--- config.mk ---
export PLATFORM = sky130hd
export DESIGN_NAME = scan_pattern_phase_generator_core
export DESIGN_NICKNAME = d
export VERILOG_FILES = /design/src/rtl/scanpg_pkg.sv /design/src/rtl/scan_pattern_phase_generator_core.sv
export SDC_FILE = /design/constraint.sdc
export NUM_CORES = 2
export LEC_CHECK = 0
export CAP_MARGIN = 10
export CORE_MARGIN = 1
export CORE_UTILIZATION = 50
export CTS_CLUSTER_DIAMETER = 150
export CTS_CLUSTER_SIZE = 24
export DETAILED_ROUTE_END_ITERATION = 8
export DONT_BUFFER_PORTS = 1
export PLACE_DENSITY = 0.8
export SETUP_SLACK_MARGIN = 0.5
export SYNTH_ARGS = -nofsm -noshare
export SYNTH_HDL_FRONTEND = slang
export SYNTH_SLANG_ARGS = --single-unit
--- constraint.sdc ---
create_clock -name i_clk -period 12.91 [get_ports i_clk]
set_input_delay 0 -clock i_clk [delete_from_list [all_inputs] [get_ports i_clk]]
set_output_delay 0 -clock i_clk [all_outputs]
set_load 0.02 [all_outputs]
--- src/rtl/scanpg_pkg.sv ---
// Shared types and constants of the scan pattern phase generator.
// Holds the sequencer state type, command codes, register indexes and reset values.
// Depends on nothing.
`default_nettype none

package scanpg_pkg;

    // Sequencer states
    typedef enum logic [2:0] {
        S_IDLE,
        S_MUL_SPD,
        S_MUL_DUR,
        S_DIVIDE,
        S_ACCUM,
        S_LERP_PAN,
        S_LERP_TILT,
        S_OUTPUT
    } t_state;

    // Fixed geometry and number formats
    localparam int STAGE_COUNT = 4;
    localparam int STAGE_W     = $clog2(STAGE_COUNT);
    localparam int SPEED_W     = 17;
    localparam int ANGLE_W     = 17;
    localparam int MS_W        = 16;
    localparam int US_W        = 16;
    localparam int LOOP_W      = 16;
    localparam int STEP_W      = 18;
    localparam int DIFF_W      = 19;
    localparam int DEN_W       = 26;

    localparam logic [SPEED_W-1:0] SPEED_FULL = 17'd65536;
    localparam logic [9:0]         US_PER_MS  = 10'd1000;
    localparam logic [LOOP_W-1:0]  LOOP_MAX   = 16'hFFFF;

    // Command codes
    localparam logic [1:0] CMD_TICK      = 2'd0;
    localparam logic [1:0] CMD_RESET     = 2'd1;
    localparam logic [1:0] CMD_SET_PHASE = 2'd2;
    localparam logic [1:0] CMD_NONE      = 2'd3;

    // Configuration port
    localparam int CFG_IDX_W  = 3;
    localparam int CFG_DATA_W = 18;

    localparam logic [CFG_IDX_W-1:0] CFG_SIDE_ANGLE   = 3'd0;
    localparam logic [CFG_IDX_W-1:0] CFG_TOP_ANGLE    = 3'd1;
    localparam logic [CFG_IDX_W-1:0] CFG_BOTTOM_ANGLE = 3'd2;
    localparam logic [CFG_IDX_W-1:0] CFG_UPPER_MS     = 3'd3;
    localparam logic [CFG_IDX_W-1:0] CFG_LOWER_MS     = 3'd4;
    localparam logic [CFG_IDX_W-1:0] CFG_VERTICAL_MS  = 3'd5;
    localparam logic [CFG_IDX_W-1:0] CFG_SPEED_STEP   = 3'd6;
    localparam logic [CFG_IDX_W-1:0] CFG_SPEED_CTRL   = 3'd7;

    // Register reset values
    localparam logic [15:0] RST_SIDE_ANGLE   = 16'd11520;
    localparam logic [16:0] RST_TOP_ANGLE    = 17'sd0;
    localparam logic [16:0] RST_BOTTOM_ANGLE = -17'sd7680;
    localparam logic [15:0] RST_UPPER_MS     = 16'd1000;
    localparam logic [15:0] RST_LOWER_MS     = 16'd1000;
    localparam logic [15:0] RST_VERTICAL_MS  = 16'd500;
    localparam logic [17:0] RST_SPEED_STEP   = 18'sd3277;

endpackage

`default_nettype wire

--- src/rtl/scan_pattern_phase_generator_core.sv ---
// Top level of the scan pattern phase generator: sequencer, shared multiplier,
// restoring divider and the phase, speed and loop state.
// Depends on scanpg_pkg.
//
// Usage: configuration words arrive on the cfg channel (index, data) and are
// always taken; write them only while no command word is in work. Command words
// arrive on the in channel: tick advances the phase by elapsed time over the
// current stage duration times speed, reset restores the start phase 0.25, set
// phase loads a new phase. Each command word yields exactly one result word on
// the out channel: pan, tilt, phase, stage, applied speed and loop count.
// An advancing tick passes the speed and duration products, the restoring
// divider, which retires one quotient bit per cycle, the phase accumulation
// and the interpolation; other commands and the first tick after reset go
// straight to the interpolation. One word is in work at a time; in_ready is
// high only when the sequencer idles, so the next word waits for it.
// A result waits in the output register while the receiver stalls; the next word
// is accepted meanwhile and its result is held back until the register frees.
// Reset (synchronous, active low) restores registers and state to their defaults.
`default_nettype none

module scan_pattern_phase_generator_core #(
    parameter int FRAC_BITS = 16
) (
    input  wire logic                               i_clk,
    input  wire logic                               i_rst_n,
    // configuration write channel
    input  wire logic                               i_cfg_valid,
    output logic                                    o_cfg_ready,
    input  wire logic [scanpg_pkg::CFG_IDX_W-1:0]   i_cfg_index,
    input  wire logic [scanpg_pkg::CFG_DATA_W-1:0]  i_cfg_data,
    // command channel
    input  wire logic                               i_in_valid,
    output logic                                    o_in_ready,
    input  wire logic [1:0]                         i_command,
    input  wire logic [15:0]                        i_elapsed_us,
    input  wire logic [16:0]                        i_requested_speed,
    input  wire logic [FRAC_BITS+1:0]               i_phase_value,
    // result channel
    output logic                                    o_out_valid,
    input  wire logic                               i_out_ready,
    output logic signed [16:0]                      o_pan,
    output logic signed [16:0]                      o_tilt,
    output logic [FRAC_BITS+1:0]                    o_phase_out,
    output logic [1:0]                              o_stage_index,
    output logic [16:0]                             o_speed_out,
    output logic [15:0]                             o_loops_done
);

    import scanpg_pkg::*;

    // Derived widths
    localparam int PHW   = FRAC_BITS + 2;                  // phase width
    localparam int NW    = FRAC_BITS + 16;                 // dividend / quotient width
    localparam int MB    = (FRAC_BITS > 16) ? FRAC_BITS : 16;
    localparam int PW    = DIFF_W + MB + 1;                // product width
    localparam int CNT_W = $clog2(NW);
    localparam int WR_W  = NW + 1 - PHW;                   // wrap count width
    localparam logic [PHW-1:0] PHASE_START = PHW'(1) << (FRAC_BITS - 2);
    localparam logic [CNT_W-1:0] DIV_LAST  = CNT_W'(NW - 1);

    // ---------------------------------------------------------------
    // Configuration registers
    // ---------------------------------------------------------------
    logic        [MS_W-1:0]   r_side_angle;
    logic signed [ANGLE_W-1:0] r_top_angle;
    logic signed [ANGLE_W-1:0] r_bottom_angle;
    logic        [MS_W-1:0]   r_upper_ms;
    logic        [MS_W-1:0]   r_lower_ms;
    logic        [MS_W-1:0]   r_vertical_ms;
    logic signed [STEP_W-1:0] r_speed_step;
    logic                     r_speed_ctrl;

    assign o_cfg_ready = 1'b1;

    // Write a register on each accepted configuration word
    always_ff @(posedge i_clk) begin
        if (!i_rst_n) begin
            r_side_angle   <= RST_SIDE_ANGLE;
            r_top_angle    <= RST_TOP_ANGLE;
            r_bottom_angle <= RST_BOTTOM_ANGLE;
            r_upper_ms     <= RST_UPPER_MS;
            r_lower_ms     <= RST_LOWER_MS;
            r_vertical_ms  <= RST_VERTICAL_MS;
            r_speed_step   <= RST_SPEED_STEP;
            r_speed_ctrl   <= 1'b0;
        end else if (i_cfg_valid) begin
            unique case (i_cfg_index)
                CFG_SIDE_ANGLE:   r_side_angle   <= i_cfg_data[MS_W-1:0];
                CFG_TOP_ANGLE:    r_top_angle    <= i_cfg_data[ANGLE_W-1:0];
                CFG_BOTTOM_ANGLE: r_bottom_angle <= i_cfg_data[ANGLE_W-1:0];
                CFG_UPPER_MS:     r_upper_ms     <= i_cfg_data[MS_W-1:0];
                CFG_LOWER_MS:     r_lower_ms     <= i_cfg_data[MS_W-1:0];
                CFG_VERTICAL_MS:  r_vertical_ms  <= i_cfg_data[MS_W-1:0];
                CFG_SPEED_STEP:   r_speed_step   <= i_cfg_data[STEP_W-1:0];
                CFG_SPEED_CTRL:   r_speed_ctrl   <= i_cfg_data[0];
                default: ;
            endcase
        end
    end

    // ---------------------------------------------------------------
    // State and working registers
    // ---------------------------------------------------------------
    t_state                     r_state, n_state;
    logic [PHW-1:0]             r_phase;
    logic [SPEED_W-1:0]         r_last_speed;
    logic [LOOP_W-1:0]          r_loops;
    logic                       r_started;
    logic [SPEED_W-1:0]         r_speed_app;
    logic [US_W-1:0]            r_elapsed;
    logic [DEN_W-1:0]           r_den;
    logic [DEN_W-1:0]           r_rem;
    logic [NW-1:0]              r_quo;
    logic [CNT_W-1:0]           r_count;
    logic [ANGLE_W-1:0]         r_pan_res;
    logic [ANGLE_W-1:0]         r_tilt_res;
    logic                       r_out_valid;

    logic in_accept;
    logic out_free;

    assign in_accept = i_in_valid && o_in_ready;
    assign out_free  = !r_out_valid || i_out_ready;

    // ---------------------------------------------------------------
    // Speed: full when control is off, else slew-limited rise, drop to request, clamp to [0, full]
    // ---------------------------------------------------------------
    logic signed [DIFF_W-1:0] spd_sum;
    logic signed [DIFF_W-1:0] spd_req;
    logic signed [DIFF_W-1:0] spd_pick;
    logic        [SPEED_W-1:0] n_speed;

    always_comb begin
        spd_sum  = $signed({2'b00, r_last_speed}) + DIFF_W'(r_speed_step);
        spd_req  = $signed({2'b00, i_requested_speed});
        spd_pick = (spd_req < spd_sum) ? spd_req : spd_sum;
        priority if (!r_speed_ctrl) begin
            n_speed = SPEED_FULL;
        end else if (spd_pick < 0) begin
            n_speed = '0;
        end else if (spd_pick > $signed({2'b00, SPEED_FULL})) begin
            n_speed = SPEED_FULL;
        end else begin
            n_speed = spd_pick[SPEED_W-1:0];
        end
    end

    // ---------------------------------------------------------------
    // Stage duration and corner geometry
    // ---------------------------------------------------------------
    logic [STAGE_W-1:0]        stage;
    logic [MS_W-1:0]           dur_ms;
    logic signed [DIFF_W-1:0]  side_pos, side_neg, top_ext, bot_ext;
    logic signed [DIFF_W-1:0]  pan_from, pan_to, tilt_from, tilt_to;

    assign stage = r_phase[PHW-1:FRAC_BITS];

    always_comb begin
        unique case (stage)
            2'd0:    dur_ms = r_upper_ms;
            2'd2:    dur_ms = r_lower_ms;
            default: dur_ms = r_vertical_ms;
        endcase
        if (dur_ms == '0) begin
            dur_ms = MS_W'(1);
        end
    end

    always_comb begin
        side_pos = $signed({3'b000, r_side_angle});
        side_neg = -side_pos;
        top_ext  = DIFF_W'(r_top_angle);
        bot_ext  = DIFF_W'(r_bottom_angle);
        unique case (stage)
            2'd0: begin
                pan_from = side_neg; pan_to = side_pos;
                tilt_from = top_ext; tilt_to = top_ext;
            end
            2'd1: begin
                pan_from = side_pos; pan_to = side_pos;
                tilt_from = top_ext; tilt_to = bot_ext;
            end
            2'd2: begin
                pan_from = side_pos; pan_to = side_neg;
                tilt_from = bot_ext; tilt_to = bot_ext;
            end
            default: begin
                pan_from = side_neg; pan_to = side_neg;
                tilt_from = bot_ext; tilt_to = top_ext;
            end
        endcase
    end

    // ---------------------------------------------------------------
    // Shared multiplier: signed operand times unsigned operand
    // ---------------------------------------------------------------
    logic signed [DIFF_W-1:0] mul_a;
    logic        [MB-1:0]     mul_b;
    logic signed [PW-1:0]     mul_p;
    logic signed [PW-1:0]     lerp_q;
    logic [31+FRAC_BITS:0]    num_wide;

    assign mul_p    = PW'(mul_a) * $signed({1'b0, mul_b});
    assign lerp_q   = mul_p >>> FRAC_BITS;
    assign num_wide = {mul_p[31:0], {FRAC_BITS{1'b0}}};

    // ---------------------------------------------------------------
    // Divider step and phase accumulation
    // ---------------------------------------------------------------
    logic [DEN_W:0]   div_trial;
    logic             div_bit;
    logic [NW:0]      acc_sum;
    logic [WR_W-1:0]  acc_wraps;
    logic [LOOP_W:0]  acc_loops;

    always_comb begin
        div_trial = {r_rem, r_quo[NW-1]};
        div_bit   = (div_trial >= {1'b0, r_den});
        acc_sum   = (NW+1)'(r_phase) + (NW+1)'(r_quo);
        acc_wraps = acc_sum[NW:PHW];
        acc_loops = (LOOP_W+1)'(r_loops) + (LOOP_W+1)'(acc_wraps);
    end

    // ---------------------------------------------------------------
    // Sequencer: next state
    // ---------------------------------------------------------------
    always_comb begin
        n_state = r_state;
        unique case (r_state)
            S_IDLE: begin
                if (in_accept) begin
                    if (i_command == CMD_TICK && r_started) begin
                        n_state = S_MUL_SPD;
                    end else begin
                        n_state = S_LERP_PAN;
                    end
                end
            end
            S_MUL_SPD:   n_state = S_MUL_DUR;
            S_MUL_DUR:   n_state = S_DIVIDE;
            S_DIVIDE: begin
                if (r_count == DIV_LAST) begin
                    n_state = S_ACCUM;
                end
            end
            S_ACCUM:     n_state = S_LERP_PAN;
            S_LERP_PAN:  n_state = S_LERP_TILT;
            S_LERP_TILT: n_state = S_OUTPUT;
            S_OUTPUT: begin
                if (out_free) begin
                    n_state = S_IDLE;
                end
            end
            default:     n_state = S_IDLE;
        endcase
    end

    // ---------------------------------------------------------------
    // Sequencer: outputs (handshake and multiplier operand select)
    // ---------------------------------------------------------------
    always_comb begin
        o_in_ready = 1'b0;
        mul_a      = '0;
        mul_b      = '0;
        unique case (r_state)
            S_IDLE: o_in_ready = 1'b1;
            S_MUL_SPD: begin
                mul_a = DIFF_W'(r_speed_app);
                mul_b = MB'(r_elapsed);
            end
            S_MUL_DUR: begin
                mul_a = DIFF_W'(dur_ms);
                mul_b = MB'(US_PER_MS);
            end
            S_LERP_PAN: begin
                mul_a = pan_to - pan_from;
                mul_b = MB'(r_phase[FRAC_BITS-1:0]);
            end
            S_LERP_TILT: begin
                mul_a = tilt_to - tilt_from;
                mul_b = MB'(r_phase[FRAC_BITS-1:0]);
            end
            default: ;
        endcase
    end

    always_ff @(posedge i_clk) begin
        if (!i_rst_n) begin
            r_state <= S_IDLE;
        end else begin
            r_state <= n_state;
        end
    end

    // ---------------------------------------------------------------
    // Generator state: phase, speed, loop count, started flag
    // ---------------------------------------------------------------
    always_ff @(posedge i_clk) begin
        if (!i_rst_n) begin
            r_phase      <= PHASE_START;
            r_last_speed <= SPEED_FULL;
            r_loops      <= '0;
            r_started    <= 1'b0;
            r_speed_app  <= '0;
        end else if (r_state == S_IDLE && in_accept) begin
            unique case (i_command)
                CMD_TICK: begin
                    // hold speed at zero on the first tick after reset
                    r_started   <= 1'b1;
                    r_speed_app <= r_started ? n_speed : '0;
                end
                CMD_RESET: begin
                    r_phase      <= PHASE_START;
                    r_last_speed <= SPEED_FULL;
                    r_loops      <= '0;
                    r_started    <= 1'b0;
                    r_speed_app  <= '0;
                end
                CMD_SET_PHASE: begin
                    r_phase     <= i_phase_value;
                    r_speed_app <= '0;
                end
                CMD_NONE: r_speed_app <= '0;
            endcase
        end else if (r_state == S_ACCUM) begin
            // advance the phase, count wraps with saturation
            r_phase      <= acc_sum[PHW-1:0];
            r_last_speed <= r_speed_app;
            r_loops      <= acc_loops[LOOP_W] ? LOOP_MAX : acc_loops[LOOP_W-1:0];
        end
    end

    // ---------------------------------------------------------------
    // Datapath registers: operands, divider, interpolation results
    // ---------------------------------------------------------------
    always_ff @(posedge i_clk) begin
        if (r_state == S_IDLE && in_accept) begin
            r_elapsed <= i_elapsed_us;
        end
        unique case (r_state)
            S_MUL_SPD: begin
                // dividend: elapsed * speed * 2^FRAC_BITS / 2^16
                r_quo <= num_wide[31+FRAC_BITS:16];
                r_rem <= '0;
            end
            S_MUL_DUR: begin
                r_den   <= mul_p[DEN_W-1:0];
                r_count <= '0;
            end
            S_DIVIDE: begin
                r_rem   <= div_bit ? DEN_W'(div_trial - {1'b0, r_den})
                                   : div_trial[DEN_W-1:0];
                r_quo   <= {r_quo[NW-2:0], div_bit};
                r_count <= r_count + CNT_W'(1);
            end
            S_LERP_PAN:  r_pan_res  <= ANGLE_W'(pan_from + lerp_q[DIFF_W-1:0]);
            S_LERP_TILT: r_tilt_res <= ANGLE_W'(tilt_from + lerp_q[DIFF_W-1:0]);
            default: ;
        endcase
    end

    // ---------------------------------------------------------------
    // Output register: load when free, drop valid when taken
    // ---------------------------------------------------------------
    always_ff @(posedge i_clk) begin
        if (!i_rst_n) begin
            r_out_valid <= 1'b0;
        end else if (r_state == S_OUTPUT && out_free) begin
            r_out_valid <= 1'b1;
        end else if (i_out_ready) begin
            r_out_valid <= 1'b0;
        end
    end

    always_ff @(posedge i_clk) begin
        if (r_state == S_OUTPUT && out_free) begin
            o_pan         <= r_pan_res;
            o_tilt        <= r_tilt_res;
            o_phase_out   <= r_phase;
            o_stage_index <= stage;
            o_speed_out   <= r_speed_app;
            o_loops_done  <= r_loops;
        end
    end

    assign o_out_valid = r_out_valid;

endmodule

`default_nettype wire

Word-level counts from Yosys, hierarchy flattened. Cells that the tools add are included.

Output and inout bits: 90. Register bits after elaboration: 416. Logic and storage cells: 137. Bits of input ports: 79.

Equality and inequality tests: 25. $lt $le $gt $ge: 4. Add/subtract/negate cells: 10. Multipliers: 1. Mux-type cells: 37. Reductions and logical operators: 32.

Operators by type and width (count): two-way mux 17 bit (7); two-way mux 19 bit (5); two-way mux 16 bit (5); case mux 19 bit (4 select lines) (1); case mux 32 bit (2 select lines) (1); case mux 26 bit (2 select lines) (1); case mux 16 bit (3 select lines) (1); subtractor 19 bit (2); two-way mux 18 bit (2); case mux 18 bit (2 select lines) (1); adder 17 bit (2); case mux 17 bit (2 select lines) (1); adder 18 x 32 -> 33 bit (1); multiplier 19 x 17 -> 33 bit (1); case mux 16 bit (2 select lines) (1); >= comparator 27 x 26 -> 1 bit (1); two-way mux 26 bit (1); subtractor 26 bit (1); equality test 3 bit, second input constant (8); case mux 3 bit (8 select lines) (1); AND reduction 2 bit (11); adder 18 x 18 -> 19 bit (1); > comparator 19 x 18 -> 1 bit, second input constant (1); < comparator 18 x 19 -> 1 bit (1); 26 further kinds (51).

Longest topological paths before layout.
Depth after elaboration: 9. Depth in mapped cells: 53. Depth with buffers taken out: 50.

Worst setup path after synthesis. Ideal clock, no wire load.

Kind: reg-to-reg. Start: reg r_state[0]. End: reg r_tilt_res[16] (data pin). Library setup time: 0.261 ns. Required time: 12.649 ns. Arrival time: 12.035 ns. Period minus slack after synthesis: 12.296 ns. Path slack: 0.614 ns. Stages on the path, launching flop included: 40. Buffers on the path: 5. Cells stage by stage: dfxtp_1 clkbuf_1 nor2b_1 nor2b_1 clkbuf_1 clkbuf_1 clkbuf_1 a22oi_1 clkbuf_1 nor2_1 fa_1 inv_1 fa_1 fa_1 inv_1 fa_1 fa_1 inv_1 (+4 left out) nand2_1 a211o_1 a31o_2 a21oi_1 xnor2_1 fa_1 a21o_1 a21oi_1 o21bai_1 a21oi_1 nor2b_1 o21a_1 o31a_1 o41ai_1 o2111ai_1 a21oi_1 xnor2_1 xnor2_1.

Cells in the longest elaborated chain, start to end: 5. Elaborated cells between the ends (all ways): 9. Classes of those cells: add/sub (1); mul (1); eq/ne (4); mux (2); reduce/logical (1).

RTL lines: start: declaration (RTL line scan_pattern_phase_generator_core.sv:104) `t_state r_state, n_state;`; start signal: assignment (RTL line scan_pattern_phase_generator_core.sv:291) `r_state <= n_state;`; equality test 3 bit (RTL line scan_pattern_phase_generator_core.sv:265) `unique case (r_state)`; OR reduction 2 bit (no line); case mux 16 bit (3 select lines) (RTL line scan_pattern_phase_generator_core.sv:265); multiplier 19 x 17 -> 33 bit * (RTL line scan_pattern_phase_generator_core.sv:203) `assign mul_p = PW'(mul_a) * $signed({1'b0, mul_b});`; named net mul_p[17] (RTL line scan_pattern_phase_generator_core.sv:199) `logic signed [PW-1:0] mul_p;`; adder 17 bit * (RTL line scan_pattern_phase_generator_core.sv:357) `S_LERP_TILT: r_tilt_res <= ANGLE_W'(tilt_from + lerp_q[DIFF_W-1:0]);`; end signal: assignment (RTL line scan_pattern_phase_generator_core.sv:357); end: declaration (RTL line scan_pattern_phase_generator_core.sv:116) `logic [ANGLE_W-1:0] r_tilt_res;`.

Mark *: on every way through the listed nets, which the timed path passes. The rest lies on a longest branch. A chain may end at the register's enable or synchronous reset.

Worst setup path after layout.
Start: reg r_phase[17]. End: reg r_pan_res[16] (data pin).

Cells in the longest elaborated chain, start to end: 7. Elaborated cells between the ends (all ways): 17. Classes of those cells: add/sub (3); mul (1); eq/ne (2); mux (7); reduce/logical (4).

RTL lines: start: declaration (RTL line scan_pattern_phase_generator_core.sv:105) `logic [PHW-1:0] r_phase;`; start signal: assignment (RTL line scan_pattern_phase_generator_core.sv:320) `r_phase <= i_phase_value;`; start signal: assignment (RTL line scan_pattern_phase_generator_core.sv:327) `r_phase <= acc_sum[PHW-1:0];`; equality test 2 bit (tied with other cells) (RTL line scan_pattern_phase_generator_core.sv:159, scan_pattern_phase_generator_core.sv:174); OR reduction 2 bit (no line) or case mux 16 bit (2 select lines) (tied branches); two-way mux 19 bit or logical NOT 16 bit (tied branches) (RTL line scan_pattern_phase_generator_core.sv:174, scan_pattern_phase_generator_core.sv:164); subtractor 19 bit (tied with other cells) (RTL line scan_pattern_phase_generator_core.sv:280) `mul_a = tilt_to - tilt_from;`; case mux 19 bit (4 select lines) * (RTL line scan_pattern_phase_generator_core.sv:265); multiplier 19 x 17 -> 33 bit * (RTL line scan_pattern_phase_generator_core.sv:203); named net mul_p[21] (RTL line scan_pattern_phase_generator_core.sv:199); adder 17 bit * (RTL line scan_pattern_phase_generator_core.sv:356) `S_LERP_PAN: r_pan_res <= ANGLE_W'(pan_from + lerp_q[DIFF_W-1:0]);`; end signal: assignment (RTL line scan_pattern_phase_generator_core.sv:356); end: declaration (RTL line scan_pattern_phase_generator_core.sv:115) `logic [ANGLE_W-1:0] r_pan_res;`.

Marked as above.

==> reports/results.txt <==
status -> completed
Yosys top cell area share -> 0.191
footprint of the multi-input gates -> 22500 sq um
clock sinks -> 414
initial drt markers -> 3530
Reg power frac -> 0.247
switching pwr -> 0.00356 W
grt met2 use -> 0.450
global-route wire length before repair -> 160000 microns
top-count cell post-synth -> nand2_1
vias in the first global route -> 27800
CP max-delay cell -> fa_1
RePlAce Congestion -> 1.01
Yosys Warn Count -> 0
Sw Share -> 0.483
CTS Buf Count -> 22
Bufs on Longest Clock Path -> 3
Slew Limit Fails -> 0
Seq. cell area -> 10500 sq um
worst min path class -> input port to register
Root Driver -> clkbuf_16
core area -> 69200 sq um
grt ovf -> 0
Post-Synthesis Cells -> 3969
max-capacitance violation count -> 0
Reg-to-Reg Start -> r_phase[17]$_SDFFE_PN0P_
DIE WIDTH -> 267 microns
Worst Setup End Kind -> register
Remaining DRCs -> 0
Synth top cells by count -> 695 x nand2_1, 485 x inv_1, 319 x nor2_1
FMAX -> 0.0837 GHz
clock tree from TritonCTS -> built
hold_sp -> i_cfg_index[1]
port bufs -> 0
via count -> 29400
Netlist cell types -> 99
Die H -> 267 microns
headroom to the max-slew limit -> 0.206
register area share after synthesis -> 0.299
gr busiest metal -> met2
Final Critical Period -> 11950 ps
Area Overhead vs Synth -> 8.71%
Syn Std Cell Area -> 35200 sq um
Critical path origin -> r_phase[17]$_SDFFE_PN0P_
First-pass DRT Iterations -> 8
crit path max fanout -> 16
fillers -> 6143
async set or reset register ratio after synthesis -> 0
Largest stage delay, worst path -> 530 ps
syn nets -> 4587
met3 usage in global routing -> 0.0546
final setup fails -> 0
maximum vdd drop -> 0.000217 V
Worst EP required -> 13220 ps
Tightest Pin Transition -> 1190 ps
drt via density -> 5.92
Area contributors post-synth -> edfxtp_1 19%, fa_1 17%, dfxtp_1 11%
most used cell, CP -> fa_1
Post-synth EDFFs -> 224
CTS H-tree lvls -> 1
Synth Area per Inst -> 8.88 sq um
Final Skew -> 40.7 ps
row count -> 96
drt total wl -> 104000 microns
critical path class -> register to register
prevailing post-synth register cell -> edfxtp_1
Leakage -> 16.6 nW
I/O pin total -> 169
clock power share -> 0.108
Comb pwr share -> 0.645
Internal Power -> 0.00382 W
PwrDens -> 193 nW/um^2
Sum Neg Setup Slack -> 0 ps
GRT Resource Usage Total -> 0.289
final HPWL from detailed placement -> 79600 microns
RSZ-0062 raised after global routing -> false
WP data arrival -> 12260 ps
M1 GR Usage -> 0.400
final cycle utilization of the critical path -> 0.926
critical path launch point type -> register
Antenna Violating Nets Remaining -> 0
layout cell share with drive strength beyond 1 -> 0.0527
Final Non-Filler Cells -> 4962
initial core utilization -> 0.509
placed cells -> 4810
clk_lat worst skew -> 590 ps
initial antenna violation count -> 9
nets@finish -> 4628
largest net degree at the start of global routing -> 163
wire length per cell -> 21.0 microns
Pwr Total -> 0.00738 W
#FFs+latches synth -> 414
largest area contributor in the synthesized netlist -> edfxtp_1
Clock transition at path regs -> 110 ps
final hold violations -> 0
die area -> 71500 sq um
critical path, delay by kind of cell (launching register included):
family	cells	cell delay, ps
AOI/OAI and AO/OA	16	3440
xor gates and xnor gates	3	670
adders and majority gates	10	4530
buffers and inverters	7	770
DFF	1	410
muxes	1	380
and+or+nand+nor	9	1440
flip-flops by register name (all words and copies together) (netlist names), 18 cells and up:
signal / flops
o_phase_out: 18
r_quo: 32
r_den: 26
r_rem: 26
r_phase: 18
r_speed_step: 18
cell type report:
cell class                 count  area share
tap                          931      0.0304
antenna                        7    0.000457
timing repair buffer         173      0.0409
inverter                     489      0.0479
clock buffer                  35      0.0162
sequential                   414       0.275
multi-input combinational   2910       0.588
clock inverter                 3     0.00144
metrics by stage:
step	utilization	hold slack, ps	cell area (sq um)	worst slack [ps]
6_report	0.554	13.6	38300	961
5_1_grt	0.553	45.6	38300	479
4_1_cts	0.550	11.2	38000	480
3_5_place_dp	0.525	98.9	36300	143
3_3_place_gp	0.525	98.9	36300	468
2_1_floorplan	-	98.9	35200	614
power by group through the flow:
stage	Clock [W]	Combinational, W	Sequential, W
floorplan	0	0.00325	0.00178
global placement	0	0.00442	0.00184
detailed placement	0	0.00450	0.00184
CTS	0.000799	0.00459	0.00181
global route	0.000843	0.00520	0.00183
finish	0.000799	0.00476	0.00182
final timing paths:
check                                    end  slack [ps]  cells past startpoint
setup / recovery     r_pan_res[16]$_DFFE_PP_         960                     46
hold / removal    r_upper_ms[2]$_SDFFE_PN0P_          10                      3
setup reg to reg     r_pan_res[16]$_DFFE_PP_         960                     46
hold reg to reg          o_tilt[3]$_DFFE_PP_         420                      0
per-layer routing:
| layer | up-vias | routed length, microns | part of all wire |
|---|---|---|---|
| li1 | 13300 | - | - |
| met1 | 14200 | 41900 | 0.40 |
| met2 | 1514 | 46100 | 0.44 |
| met3 | 307 | 11300 | 0.11 |
| met4 | 10 | 4710 | 0.045 |
| met5 | - | 116 | 0.0011 |
repair_timing:
item,CTS,global route
gates resized for setup,6,34
hold endpoints to repair,196,0
setup buffers,0,8
setup endpoints to repair,9,16
pin swaps,0,4
hold buffers,98,0
cloned,0,1
kinds of logic (layout without fill, tap and decap cells):
logic type	after synthesis	count (layout)	synth area share
adders and majority gates	543	543	0.255
muxes	37	37	0.0113
other	1	8	0.000106
buffers and inverters	646	700	0.0699
DFF	414	414	0.299
AOI/OAI and AO/OA	741	741	0.143
xor gates and xnor gates	188	188	0.0473
and+or+nand+nor	1399	1400	0.174
placed cells by master, fill, tap and decap left out, drive strengths merged, types with 10 or more instances in the layout:
master	count
mux2i	16
a22o	13
and2	18
buf	76
a221o	10
a21o	51
o21ai	141
or3	16
a221oi	17
nand3	104
or2	23
xnor2	131
a21oi	156
o31ai	13
nor3	45
nor2b	43
mux2	21
edfxtp	224
o21bai	26
ha	245
a31oi	20
xor2	56
fa	294
a211oi	20
dlygate4sd3	97
and3	25
nand2	695
nor2	319
nand4	13
nand2b	50
o41ai	10
a21boi	110
o211ai	14
clkbuf	35
inv	487
o21a	30
nor4	13
a22oi	34
dfxtp	190
No activity file was read; power rests on OpenSTA's default activity.
